===== src/design/dsdl_ram.sv =====
// ----------------------------------------------------------------------------
// dsdl_ram
// generic single write port, single read port ram with registered read
// ----------------------------------------------------------------------------
`default_nettype none

module dsdl_ram #(
    parameter int WIDTH = 8,
    parameter int DEPTH = 16
) (
    input  wire logic                     i_clk,
    input  wire logic                     i_we,
    input  wire logic [$clog2(DEPTH)-1:0] i_waddr,
    input  wire logic [WIDTH-1:0]         i_wdata,
    input  wire logic [$clog2(DEPTH)-1:0] i_raddr,
    output logic      [WIDTH-1:0]         o_rdata
);

    logic [WIDTH-1:0] r_mem [DEPTH];

    always_ff @(posedge i_clk) begin
        if (i_we) begin
            r_mem[i_waddr] <= i_wdata;
        end
        o_rdata <= r_mem[i_raddr];
    end

endmodule

`default_nettype wire


===== config.mk =====
export PLATFORM = sky130hd
export DESIGN_NAME = dsdl_ram
export DESIGN_NICKNAME = d
export VERILOG_FILES = /design/src/design/dsdl_ram.sv
export SDC_FILE = /design/constraint.sdc
export NUM_CORES = 1
export LEC_CHECK = 0
export BUFFER_PORTS_ARGS = -buffer_cell sky130_fd_sc_hd__clkbuf_2
export CAP_MARGIN = 20
export CORE_MARGIN = 5
export CORE_UTILIZATION = 60
export DETAILED_ROUTE_END_ITERATION = 7
export HOLD_SLACK_MARGIN = 0.1
export MAX_ROUTING_LAYER = met4
export PLACE_DENSITY_LB_ADDON = 0.05
export SLEW_MARGIN = 15
export SYNTH_ARGS = -nofsm -noshare
export SYNTH_HDL_FRONTEND = slang
export SYNTH_SLANG_ARGS = --single-unit

===== constraint.sdc =====
create_clock -name i_clk -period 1.9 [get_ports i_clk]
set_input_delay 0.19 -clock i_clk [delete_from_list [all_inputs] [get_ports i_clk]]
set_output_delay 0.19 -clock i_clk [all_outputs]
set_load 0.05 [all_outputs]

## After elaboration in Yosys (flattened, before gate mapping)

Memory sizes are Yosys's and may differ from the RTL's. A register that Yosys moved wholly into a read port is not among the register bits.
Index checks and enable logic that the tools add are counted.

- Memories: 1
- Logic and storage cells: 3
- Bits of input ports: 18
- Flip-flop bits (word level): 0
- Memory bits (writable): 128

Memories:

| memory | depth | bits a word | rd ports | clocked after Yosys merged registers in | wr ports | line | text |
|---|---|---|---|---|---|---|---|
| r_mem | 16 | 8 | 1 | 1 | 1 | 19 | `logic [WIDTH-1:0] r_mem [DEPTH];` |

- Muxes and demuxes: 2

Operator list:

| cell | number |
|---|---|
| 1-bit two-way mux | 2 |

## Depth between registers and ports, before layout

- Depth after elaboration: 2
- Depth in mapped cells: 5

## Worst setup path before layout

No wires, ideal clock.

- Path type: input -> register
- Start: in i_waddr[2]
- End: mem r_mem[0][0], enable pin
- Cell stages on the path: 2
- Setup slack: 0.217 ns
- Data required time: 1.517 ns
- Arrival time: 1.300 ns
- Library setup time: 0.383 ns
- Path buffers: 0
- Path through: or3b_2 nor3_1

RTL lines:

| item | line | text |
|---|---|---|
| start: declaration | 13 | `input wire logic [$clog2(DEPTH)-1:0] i_waddr,` |
| end: declaration | 19 |  |

Straight into the memory's write port.

==> reports/results.txt <==
status - finished clean
post-synthesis cell area - 5147 um2
Leak - 2.109 nW
power density over cell area - 1149 nW/um2
final RePlAce weighted congestion - 0.7509
actual slew at the worst max-slew pin - 0.4125 ns
Synth area leader - edfxtp_1
ant diodes - 0
commonest cells after routing, fill and taps aside - edfxtp_1, clkbuf_2, mux4_2, buf_4
layout cell share with drive strength beyond 1 - 0.3232
Hold Crit Class - in -> reg
Final Skew - 0.009554 ns
RSZ-0062 raised after global routing - false
H-Tree Level Count - 4
routed len/inst - 24.06 um
Yosys warnings - 0
initial DRC count - 153
period utilization - 0.7114
post-CTS setup buffers - 0
setup ws final - 0.5484 ns
kind of critical path - reg -> reg
Sink Count - 136
Seq/Total Area, Yosys - 0.7778
most common flop cell mapped by yosys - edfxtp_1
TritonCTS clock tree - yes
pin count of the biggest net entering global routing - 33
core footprint - 8299 um2
Finished Cell Area - 6120 um2
drt pass-1 iters - 4
I/O pins - 26
Power Total - 7.033 mW
final WL - 9.671 mm
number of antenna violations at the first check in global routing - 0
Nets - 302
first-pass GRT wire length - 14.79 mm
Clock Tree Buf Depth - 2
Die Y-Extent - 102.6 um
Synth Register Bits - 136
number of port buffers - 25
critical path endpoint category - register
Antenna Nets Post-Route - 0
share of the synthesized area in the top cell type - 0.7467
cts hold-fix bufs - 0
ys async rst share - 0
Syn Nets - 247
vias in the first global route - 2,506
number of flops mapped to enable cells by yosys - 128
maxcap violations - 0
Starting Density - 0.6202
GR Util All Layers - 0.2131
worst endpoint required time - 2.28 ns
DRC viols - 0
Mean Syn Cell Area - 22.48 um2
Finish-stage setup viols - 0
die area - 10,530 um2
Final Hold Fails - 0
dpl ws - 0.2197 ns
final core occ - 0.7374
maximum clock rate - 0.7399 GHz
row cnt - 33
number of buffers created by CTS - 17
most common cell after layout, fill and taps aside - edfxtp_1
routed vias/inst - 6.109
CP Launch Type - register
Final Max Tran Viols - 0
Die Wd - 102.6 um
Root Buffer - clkbuf_8
CP Data Arrival Time - 1.73 ns
crit path time final - 1.352 ns
Setup TNS - 0 ns
Area after DPL - 5513 um2
Synth area leaders - edfxtp_1, mux4_2, mux4_1
Worst VDD drop - 737.7 uV
r2r setup slk - 0.55 ns
Post-CTS Resized - 0
Clock Latency Late Sink - 0.50 ns
routed vias - 2,456
Cells after Synth - 229
total gr overflow - 0
Crit Path Max Fanout - 1
area grow syn2layout - 18.89%
dpl hpwl - 5.874 mm
Worst slew margin - 0.7250
Distinct cells, synth - 19
Clock Pin Slew Worst Setup and Hold Paths - 0.06 ns
==> synth_stat cells, drive strengths merged, types with 2 or more instances <==
| cell | number |
|---|---|
| a22oi | 16 |
| buf | 7 |
| clkdlybuf4s25 | 3 |
| dfxtp | 8 |
| edfxtp | 128 |
| mux4 | 32 |
| nand2 | 9 |
| nand2b | 2 |
| nand3b | 2 |
| nor2 | 13 |
| nor3 | 4 |
==> power breakdown <==
part | internal (mW) | total, mW | switching (mW)
registers | 3.36 | 3.38 | 0.0220
clock network | 2.10 | 3.28 | 1.17
logic | 0.140 | 0.380 | 0.240
total | 5.60 | 7.03 | 1.44
==> cell type report <==
cell class                      instances  area (um2)
Sequential cell                       136        4004
Fill cell                             487        2180
Multi-Input combinational cell         83        1057
Clock buffer                           21       459.2
Timing Repair Buffer                   46       320.3
Clock inverter                         11       147.6
Tap cell                              105       131.4
==> worst max-delay path, stage by stage, from the launching register on <==
cell,delay (ns)
edfxtp_1,0.38
mux4_2,0.47
a22oi_1,0.30
nand2_1,0.08
==> stage by stage <==
stage	std cells	hold slack [ns]
global route	402	0.1218
CTS	402	0.1129
global placement	370	0.5987
detailed placement	370	0.6374
finish	402	0.1250
floorplan	229	0.2889
==> state kept, by name, indices dropped and copies added, names as in the netlist <==
signal,cells
r_mem,128
o_rdata,8
==> path summary, 6_finish.rpt <==
| path | depth (start not counted) | to | start |
|---|---|---|---|
| setup / recovery | 3 | o_rdata[0]$_DFF_P_ | r_mem[10][0]$_DFFE_PP_ |
| hold reg to reg | 3 | o_rdata[4]$_DFF_P_ | r_mem[8][4]$_DFFE_PP_ |
| hold / removal | 1 | r_mem[12][3]$_DFFE_PP_ | i_wdata[3] |
| setup reg to reg | 3 | o_rdata[0]$_DFF_P_ | r_mem[10][0]$_DFFE_PP_ |
==> layer usage <==
| metal | part of all wire | vias to the layer above | global-route usage |
|---|---|---|---|
| li1 | - | 1084 | - |
| met1 | 0.44 | 1299 | 0.2913 |
| met2 | 0.50 | 65 | 0.3193 |
| met3 | 0.044 | 8 | 0.05683 |
| met4 | 0.012 | 0 | 0.06660 |
| met5 | 0 | - | - |
==> kinds of logic (layout without fill, tap and decap cells) <==
group	after synthesis	in the layout	synth area share
DFF	136	136	0.7778
AOI/OAI and AO/OA	16	16	0.02334
and+or+nand+nor	35	35	0.03184
muxes	32	32	0.1502
buffers and inverters	10	78	0.01677
Power figures use the tool's default switching activity.
